[config.mk]
export PLATFORM = sky130hd
export DESIGN_NAME = hce_ctrl
export DESIGN_NICKNAME = d
export VERILOG_FILES = /design/src/design/hce_pkg.sv /design/src/design/hce_ctrl.sv
export SDC_FILE = /design/constraint.sdc
export NUM_CORES = 1
export LEC_CHECK = 0
export ABC_AREA = 1
export BUFFER_PORTS_ARGS = -buffer_cell sky130_fd_sc_hd__buf_4
export CAP_MARGIN = 20
export CORE_MARGIN = 5
export CORE_UTILIZATION = 35
export DETAILED_ROUTE_END_ITERATION = 16
export HOLD_SLACK_MARGIN = 0.1
export PLACE_DENSITY = 0.64
export SYNTH_ARGS = -nofsm -noshare
export SYNTH_HDL_FRONTEND = slang
export SYNTH_SLANG_ARGS = --single-unit
[constraint.sdc]
create_clock -name clk -period 2 [get_ports clk]
set_clock_uncertainty 0.1 [all_clocks]
set_input_delay 0.2 -clock clk [delete_from_list [all_inputs] [get_ports clk]]
set_output_delay 0.2 -clock clk [all_outputs]
set_load 0.05 [all_outputs]
[src/design/hce_pkg.sv]
// ============================================================================
// hce_pkg: shared types and constants of the Huffman code engine
// Request and response payloads, command and status codes, and the
// micro-operation codes passed from the controller to the datapath, and the status bits passed back.
// ============================================================================
`default_nettype none

package hce_pkg;

    localparam int ALPHABET_SIZE = 256;
    localparam int COUNT_WIDTH   = 16;
    localparam int MAX_CODE_LEN  = 32;
    localparam int SYM_W         = 8;
    localparam int NODE_W        = 9;
    localparam int CODE_W        = 32;
    localparam int LEN_W         = 6;

    localparam logic [2:0] CMD_COUNT  = 3'd0;
    localparam logic [2:0] CMD_BUILD  = 3'd1;
    localparam logic [2:0] CMD_ENCODE = 3'd2;
    localparam logic [2:0] CMD_DECODE = 3'd3;
    localparam logic [2:0] CMD_CLEAR  = 3'd4;

    localparam logic [1:0] ST_OK        = 2'd0;
    localparam logic [1:0] ST_NOT_BUILT = 2'd1;
    localparam logic [1:0] ST_ABSENT    = 2'd2;
    localparam logic [1:0] ST_FULL      = 2'd3;

    typedef struct packed {
        logic [2:0]       command;
        logic [SYM_W-1:0] symbol_in;
        logic             bit_in;
    } req_t;

    typedef struct packed {
        logic [1:0]        status;
        logic [CODE_W-1:0] code_bits;
        logic [LEN_W-1:0]  code_len;
        logic [SYM_W-1:0]  symbol_out;
        logic              symbol_valid;
    } rsp_t;

    typedef enum logic [4:0] {
        OP_NONE,
        OP_ACCEPT,
        OP_CLR,
        OP_RSP_ST,
        OP_CNT_RD,
        OP_CNT_WR,
        OP_ENC_RD,
        OP_ENC_CHK,
        OP_DEC_ONE,
        OP_DEC_RD,
        OP_DEC_WR,
        OP_B_INIT,
        OP_FILL_RD,
        OP_FILL_WR,
        OP_FILL_END,
        OP_EMPTY_END,
        OP_ONE_RD,
        OP_ONE_WR,
        OP_SC_RD0,
        OP_SC_INIT,
        OP_SC_RD,
        OP_SC_CMP,
        OP_POP_RD,
        OP_POP_WR,
        OP_PUSH,
        OP_ASG_INIT,
        OP_ASG_RD,
        OP_ASG_W0,
        OP_ASG_W1,
        OP_ASG_END
    } op_t;

    typedef struct packed {
        op_t        op;
        logic [1:0] st;
        logic       rsp_push;
    } dp_cmd_t;

    typedef struct packed {
        logic [2:0] command;
        logic       sym_bad;
        logic       total_full;
        logic       built;
        logic       leaf_zero;
        logic       leaf_one;
        logic       bit_one;
        logic       idx_last;
        logic       n_zero;
        logic       n_one;
        logic       k_last;
        logic       second;
        logic       p_last;
        logic       rsp_busy;
    } dp_stat_t;

endpackage

`default_nettype wire

[src/design/hce_ctrl.sv]
// ============================================================================
// hce_ctrl: sequencing controller of the Huffman code engine
// One-hot state machine that steps the datapath through count, build,
// encode, decode and clear, and hands each response to the output stage.
// ============================================================================
`default_nettype none

module hce_ctrl (
    input  wire logic               clk,
    input  wire logic               rst_n,
    input  wire logic               req_valid,
    output logic                    req_stall,
    input  wire hce_pkg::dp_stat_t  stat,
    output hce_pkg::dp_cmd_t        cmd
);

    typedef enum logic [31:0] {
        S_SWEEP_RST = 32'd1 << 0,
        S_IDLE      = 32'd1 << 1,
        S_DISPATCH  = 32'd1 << 2,
        S_SWEEP_CMD = 32'd1 << 3,
        S_CLR_RSP   = 32'd1 << 4,
        S_CNT_RD    = 32'd1 << 5,
        S_CNT_WR    = 32'd1 << 6,
        S_ENC_RD    = 32'd1 << 7,
        S_ENC_CHK   = 32'd1 << 8,
        S_DEC_ONE   = 32'd1 << 9,
        S_DEC_RD    = 32'd1 << 10,
        S_DEC_WR    = 32'd1 << 11,
        S_B_INIT    = 32'd1 << 12,
        S_FILL_RD   = 32'd1 << 13,
        S_FILL_WR   = 32'd1 << 14,
        S_FILL_END  = 32'd1 << 15,
        S_EMPTY_END = 32'd1 << 16,
        S_ONE_RD    = 32'd1 << 17,
        S_ONE_WR    = 32'd1 << 18,
        S_SC_RD0    = 32'd1 << 19,
        S_SC_INIT   = 32'd1 << 20,
        S_SC_RD     = 32'd1 << 21,
        S_SC_CMP    = 32'd1 << 22,
        S_POP_RD    = 32'd1 << 23,
        S_POP_WR    = 32'd1 << 24,
        S_PUSH      = 32'd1 << 25,
        S_ASG_INIT  = 32'd1 << 26,
        S_ASG_RD    = 32'd1 << 27,
        S_ASG_W0    = 32'd1 << 28,
        S_ASG_W1    = 32'd1 << 29,
        S_ASG_END   = 32'd1 << 30,
        S_DONE      = 32'd1 << 31
    } state_t;

    state_t state_reg;
    state_t state_next;

    always_ff @(posedge clk or negedge rst_n)
    begin
        if (!rst_n)
        begin
            state_reg <= S_SWEEP_RST;
        end
        else
        begin
            state_reg <= state_next;
        end
    end

    always_comb
    begin
        state_next   = state_reg;
        cmd.op       = hce_pkg::OP_NONE;
        cmd.st       = hce_pkg::ST_OK;
        cmd.rsp_push = 1'b0;
        req_stall    = 1'b1;
        case (state_reg)
            S_SWEEP_RST:
            begin
                cmd.op = hce_pkg::OP_CLR;
                if (stat.idx_last)
                begin
                    state_next = S_IDLE;
                end
            end
            S_IDLE:
            begin
                req_stall = 1'b0;
                if (req_valid)
                begin
                    cmd.op     = hce_pkg::OP_ACCEPT;
                    state_next = S_DISPATCH;
                end
            end
            S_DISPATCH:
            begin
                cmd.op     = hce_pkg::OP_RSP_ST;
                state_next = S_DONE;
                case (stat.command)
                    hce_pkg::CMD_COUNT:
                    begin
                        if (stat.sym_bad)
                        begin
                            cmd.st = hce_pkg::ST_ABSENT;
                        end
                        else if (stat.total_full)
                        begin
                            cmd.st = hce_pkg::ST_FULL;
                        end
                        else
                        begin
                            cmd.op     = hce_pkg::OP_NONE;
                            state_next = S_CNT_RD;
                        end
                    end
                    hce_pkg::CMD_BUILD:
                    begin
                        cmd.op     = hce_pkg::OP_NONE;
                        state_next = S_B_INIT;
                    end
                    hce_pkg::CMD_ENCODE:
                    begin
                        if (!stat.built)
                        begin
                            cmd.st = hce_pkg::ST_NOT_BUILT;
                        end
                        else if (stat.sym_bad)
                        begin
                            cmd.st = hce_pkg::ST_ABSENT;
                        end
                        else
                        begin
                            cmd.op     = hce_pkg::OP_NONE;
                            state_next = S_ENC_RD;
                        end
                    end
                    hce_pkg::CMD_DECODE:
                    begin
                        if (!stat.built)
                        begin
                            cmd.st = hce_pkg::ST_NOT_BUILT;
                        end
                        else if (stat.leaf_zero)
                        begin
                            cmd.st = hce_pkg::ST_ABSENT;
                        end
                        else if (stat.leaf_one)
                        begin
                            if (stat.bit_one)
                            begin
                                cmd.st = hce_pkg::ST_ABSENT;
                            end
                            else
                            begin
                                cmd.op     = hce_pkg::OP_NONE;
                                state_next = S_DEC_ONE;
                            end
                        end
                        else
                        begin
                            cmd.op     = hce_pkg::OP_NONE;
                            state_next = S_DEC_RD;
                        end
                    end
                    hce_pkg::CMD_CLEAR:
                    begin
                        cmd.op     = hce_pkg::OP_NONE;
                        state_next = S_SWEEP_CMD;
                    end
                    default:
                    begin
                        cmd.st = hce_pkg::ST_OK;
                    end
                endcase
            end
            S_SWEEP_CMD:
            begin
                cmd.op = hce_pkg::OP_CLR;
                if (stat.idx_last)
                begin
                    state_next = S_CLR_RSP;
                end
            end
            S_CLR_RSP:
            begin
                cmd.op     = hce_pkg::OP_RSP_ST;
                state_next = S_DONE;
            end
            S_CNT_RD:
            begin
                cmd.op     = hce_pkg::OP_CNT_RD;
                state_next = S_CNT_WR;
            end
            S_CNT_WR:
            begin
                cmd.op     = hce_pkg::OP_CNT_WR;
                state_next = S_DONE;
            end
            S_ENC_RD:
            begin
                cmd.op     = hce_pkg::OP_ENC_RD;
                state_next = S_ENC_CHK;
            end
            S_ENC_CHK:
            begin
                cmd.op     = hce_pkg::OP_ENC_CHK;
                state_next = S_DONE;
            end
            S_DEC_ONE:
            begin
                cmd.op     = hce_pkg::OP_DEC_ONE;
                state_next = S_DONE;
            end
            S_DEC_RD:
            begin
                cmd.op     = hce_pkg::OP_DEC_RD;
                state_next = S_DEC_WR;
            end
            S_DEC_WR:
            begin
                cmd.op     = hce_pkg::OP_DEC_WR;
                state_next = S_DONE;
            end
            S_B_INIT:
            begin
                cmd.op     = hce_pkg::OP_B_INIT;
                state_next = S_FILL_RD;
            end
            S_FILL_RD:
            begin
                cmd.op     = hce_pkg::OP_FILL_RD;
                state_next = S_FILL_WR;
            end
            S_FILL_WR:
            begin
                cmd.op     = hce_pkg::OP_FILL_WR;
                state_next = stat.idx_last ? S_FILL_END : S_FILL_RD;
            end
            S_FILL_END:
            begin
                cmd.op = hce_pkg::OP_FILL_END;
                if (stat.n_zero)
                begin
                    state_next = S_EMPTY_END;
                end
                else if (stat.n_one)
                begin
                    state_next = S_ONE_RD;
                end
                else
                begin
                    state_next = S_SC_RD0;
                end
            end
            S_EMPTY_END:
            begin
                cmd.op     = hce_pkg::OP_EMPTY_END;
                state_next = S_DONE;
            end
            S_ONE_RD:
            begin
                cmd.op     = hce_pkg::OP_ONE_RD;
                state_next = S_ONE_WR;
            end
            S_ONE_WR:
            begin
                cmd.op     = hce_pkg::OP_ONE_WR;
                state_next = S_DONE;
            end
            S_SC_RD0:
            begin
                cmd.op     = hce_pkg::OP_SC_RD0;
                state_next = S_SC_INIT;
            end
            S_SC_INIT:
            begin
                cmd.op     = hce_pkg::OP_SC_INIT;
                state_next = stat.n_one ? S_POP_RD : S_SC_RD;
            end
            S_SC_RD:
            begin
                cmd.op     = hce_pkg::OP_SC_RD;
                state_next = S_SC_CMP;
            end
            S_SC_CMP:
            begin
                cmd.op     = hce_pkg::OP_SC_CMP;
                state_next = stat.k_last ? S_POP_RD : S_SC_RD;
            end
            S_POP_RD:
            begin
                cmd.op     = hce_pkg::OP_POP_RD;
                state_next = S_POP_WR;
            end
            S_POP_WR:
            begin
                cmd.op     = hce_pkg::OP_POP_WR;
                state_next = stat.second ? S_PUSH : S_SC_RD0;
            end
            S_PUSH:
            begin
                cmd.op     = hce_pkg::OP_PUSH;
                state_next = stat.n_zero ? S_ASG_INIT : S_SC_RD0;
            end
            S_ASG_INIT:
            begin
                cmd.op     = hce_pkg::OP_ASG_INIT;
                state_next = S_ASG_RD;
            end
            S_ASG_RD:
            begin
                cmd.op     = hce_pkg::OP_ASG_RD;
                state_next = S_ASG_W0;
            end
            S_ASG_W0:
            begin
                cmd.op     = hce_pkg::OP_ASG_W0;
                state_next = S_ASG_W1;
            end
            S_ASG_W1:
            begin
                cmd.op     = hce_pkg::OP_ASG_W1;
                state_next = stat.p_last ? S_ASG_END : S_ASG_RD;
            end
            S_ASG_END:
            begin
                cmd.op     = hce_pkg::OP_ASG_END;
                state_next = S_DONE;
            end
            S_DONE:
            begin
                if (!stat.rsp_busy)
                begin
                    cmd.rsp_push = 1'b1;
                    state_next   = S_IDLE;
                end
            end
            default:
            begin
                state_next = S_IDLE;
            end
        endcase
    end

endmodule

`default_nettype wire

==> flow_summary.ini <==
[clock_network]
clock-sinks = 32
path_clk_slew_ns = 0.06
cts_tree = built
cts_made_buffers = 5
clkLatencyLatePin_ns = 0.28
clock_path_buffers = 2
cts_max_level = 2
ctsRootBufferMaster = clkbuf_8

[die]
ios = 28
die_x_um = 93.5
core_um2 = 6790
initial_utilization_pct = 35.9
design.die.area_um2 = 8730
num_rows = 30
die_y_um = 93.5

[drt]
wirelength_mm = 7.17
vias = 2747
wl_per_cell_um = 12.4
final_antenna_net_count = 0
dr.pass1.iters = 5
drc = 0
via_per_inst = 4.76
drtIter0Drc = 117

[status]
violations = negative setup slack
status = finished, violations left

[run]
drv_cap = 0

[layout]
n_antenna_cell = 0
regArea_um2 = 802
final-instance-count-excl-fill = 577
fin_util_pct = 55.0
design_area_um2 = 3730
final_common_cell = buf_4
most-common-layout-cells = 89 x buf_4, 88 x nor2_1, 68 x nand2_1
final_layout_size_suffix_gt1_share_pct = 36.0
largest_register_ffs = 32
multi_input_area_um2 = 1550
nets = 500
syn2layout_area_growth_pct = 53.2
fillers = 649

[synthesis]
ys_types = 32
synth_cells = 356
yosysSeqAreaShare_pct = 32.9
syn_nets = 375
ys.flop_type = dfrtp_1
synthArstFlopShare_pct = 100
ys_seq_elements = 32
synth-edff-count = 0
syn_avg_cell_area_um2 = 6.85
synth.cell_area_um2 = 2440
yosys_warnings = 0

[grt]
overflow = 0
track_usage_pct = 17.5
grt_pass1_wl_mm = 12.2
first_global_vias = 2854
grt_max_degree = 33
antenna_found_initial = 0

[timing]
slew_viol_final = 0
holdWs_ns = 0.115
finalWorstSetupSlack_ns = -0.286
hold_viol = 0
rsz0062_at_grt = true
slew_headroom_pct = 71.8
max_freq_ghz = 0.437
tightestPinTransition_ns = 0.423
setup_viol = 9
finalSetupTns_ns = -1.94
fin_crit_sh_pct = 114
min_period_ns = 2.29

[setup_path]
required_ns = 1.70
crit_arrival_ns = 1.99
slowest_delay_ns = 0.55
critPathBufInv = 2
startpoint = state_reg[0]
critPathSlowestCell = dfstp_2
cp_top_family = simple AND/OR/NAND/NOR gates
worstSetupPathType = flip-flop to output pin
crit_path_max_fanout = 8
start_kind = flip-flop
reg2reg_from = state_reg[7]
end_kind = output pin
path_cells = nor2_4 -> nand2_4 -> nor2_8 -> buf_4 -> nand2_1 -> a21oi_4 -> nor3_1 -> nand3_1 -> buf_6

[placement]
place_inst = 525
io_buffer_count = 27
dp_hpwl_mm = 5.15
place_area_um2 = 3120
gp_congestion = 0.960
dp_slack_ns = -0.0467

[power_and_ir_drop]
finalPower_mw = 2.64
powerDensity_nw_per_um2 = 707
p_leak_nw = 1.89
ir_drop_uv = 559

[hold_path]
hp-start = stat[15]
hp-class = primary input to flip-flop
layout make-up:
class / instances / share of cell area (%)
repair buffers: 120 / 26.7
inverters: 46 / 4.62
well taps: 96 / 3.22
clock buffers: 7 / 2.58
multi-input cells: 276 / 41.4
flip-flops and latches: 32 / 21.5
routing by layer:
| layer | GRT usage (%) | wire, um | part of all wire (%) |
|---|---|---|---|
| met2 | 31.7 | 3660 | 51 |
| met4 | 5.98 | 197 | 2.7 |
| met1 | 19.6 | 2910 | 41 |
| met3 | 4.75 | 399 | 5.6 |
| met5 | 0 | 0 | 0 |
worst register-to-register path: stages, from the launching register on:
cell	delay, ns
dfrtp_1	0.40
nor2_4	0.16
nand2_4	0.09
buf_4	0.16
nor2_1	0.09
nand2_1	0.08
nor2_4	0.17
buf_4	0.13
buf_4	0.09
buf_4	0.09
nor2_1	0.03
nand3_1	0.07
nor2_1	0.05
nand3_1	0.08
nand2_1	0.06
cells by family after synthesis:
group / count (synthesis) / share of synthesized area (%)
compound gates: 27 / 7.65
buf+inv: 49 / 8.47
flops: 32 / 32.9
simple gates: 248 / 51.0
Yosys cell counts (3+ instances only):
| library cell | number | area share, % |
|---|---|---|
| nor4_1 | 3 | 0.77 |
| inv_1 | 44 | 6.8 |
| nor2_8 | 4 | 3.3 |
| nor3_1 | 8 | 1.6 |
| nor2_4 | 7 | 3.2 |
| nand2_4 | 4 | 1.8 |
| nor2_2 | 11 | 2.8 |
| nand3_1 | 21 | 4.3 |
| nand4_1 | 11 | 2.8 |
| a21oi_2 | 6 | 2.2 |
| a21oi_1 | 6 | 1.2 |
| nand2_2 | 5 | 1.3 |
| nand2_1 | 72 | 11 |
| dfrtp_1 | 31 | 32 |
| o21ai_0 | 6 | 1.2 |
| buf_6 | 3 | 1.4 |
| nand3b_1 | 3 | 0.92 |
| nor2_1 | 93 | 14 |
power by group:
part | leakage [nW] | switching [mW] | internal (mW)
Sequential | 0.439 | 0.0312 | 0.677
Clock | 0.0503 | 0.237 | 0.306
Combinational | 1.40 | 0.761 | 0.628
timing repair:
action / 4_1_cts / 5_1_grt
gates resized for setup: 23 / 13
endpoints found under the setup margin: 9 / 11
cloned: 1 / 0
pin swaps: 20 / 18
hold endpoints to repair: 45 / 0
setup buffers: 18 / 8
hold buffers: 18 / 0
worst paths after layout:
check | slack (ns) | end | depth (start not counted)
min in group asynchronous | 0.30 | state_reg[17] | 2
worst min-delay path | 0.12 | state_reg[3] | 3
worst min register to register | 0.57 | state_reg[3] | 3
worst max-delay path | -0.29 | cmd[6] | 9
max in group asynchronous | 1.16 | state_reg[0] | 2
worst max register to register | 0.05 | state_reg[1] | 14
No activity file was read; power rests on OpenSTA's default activity.
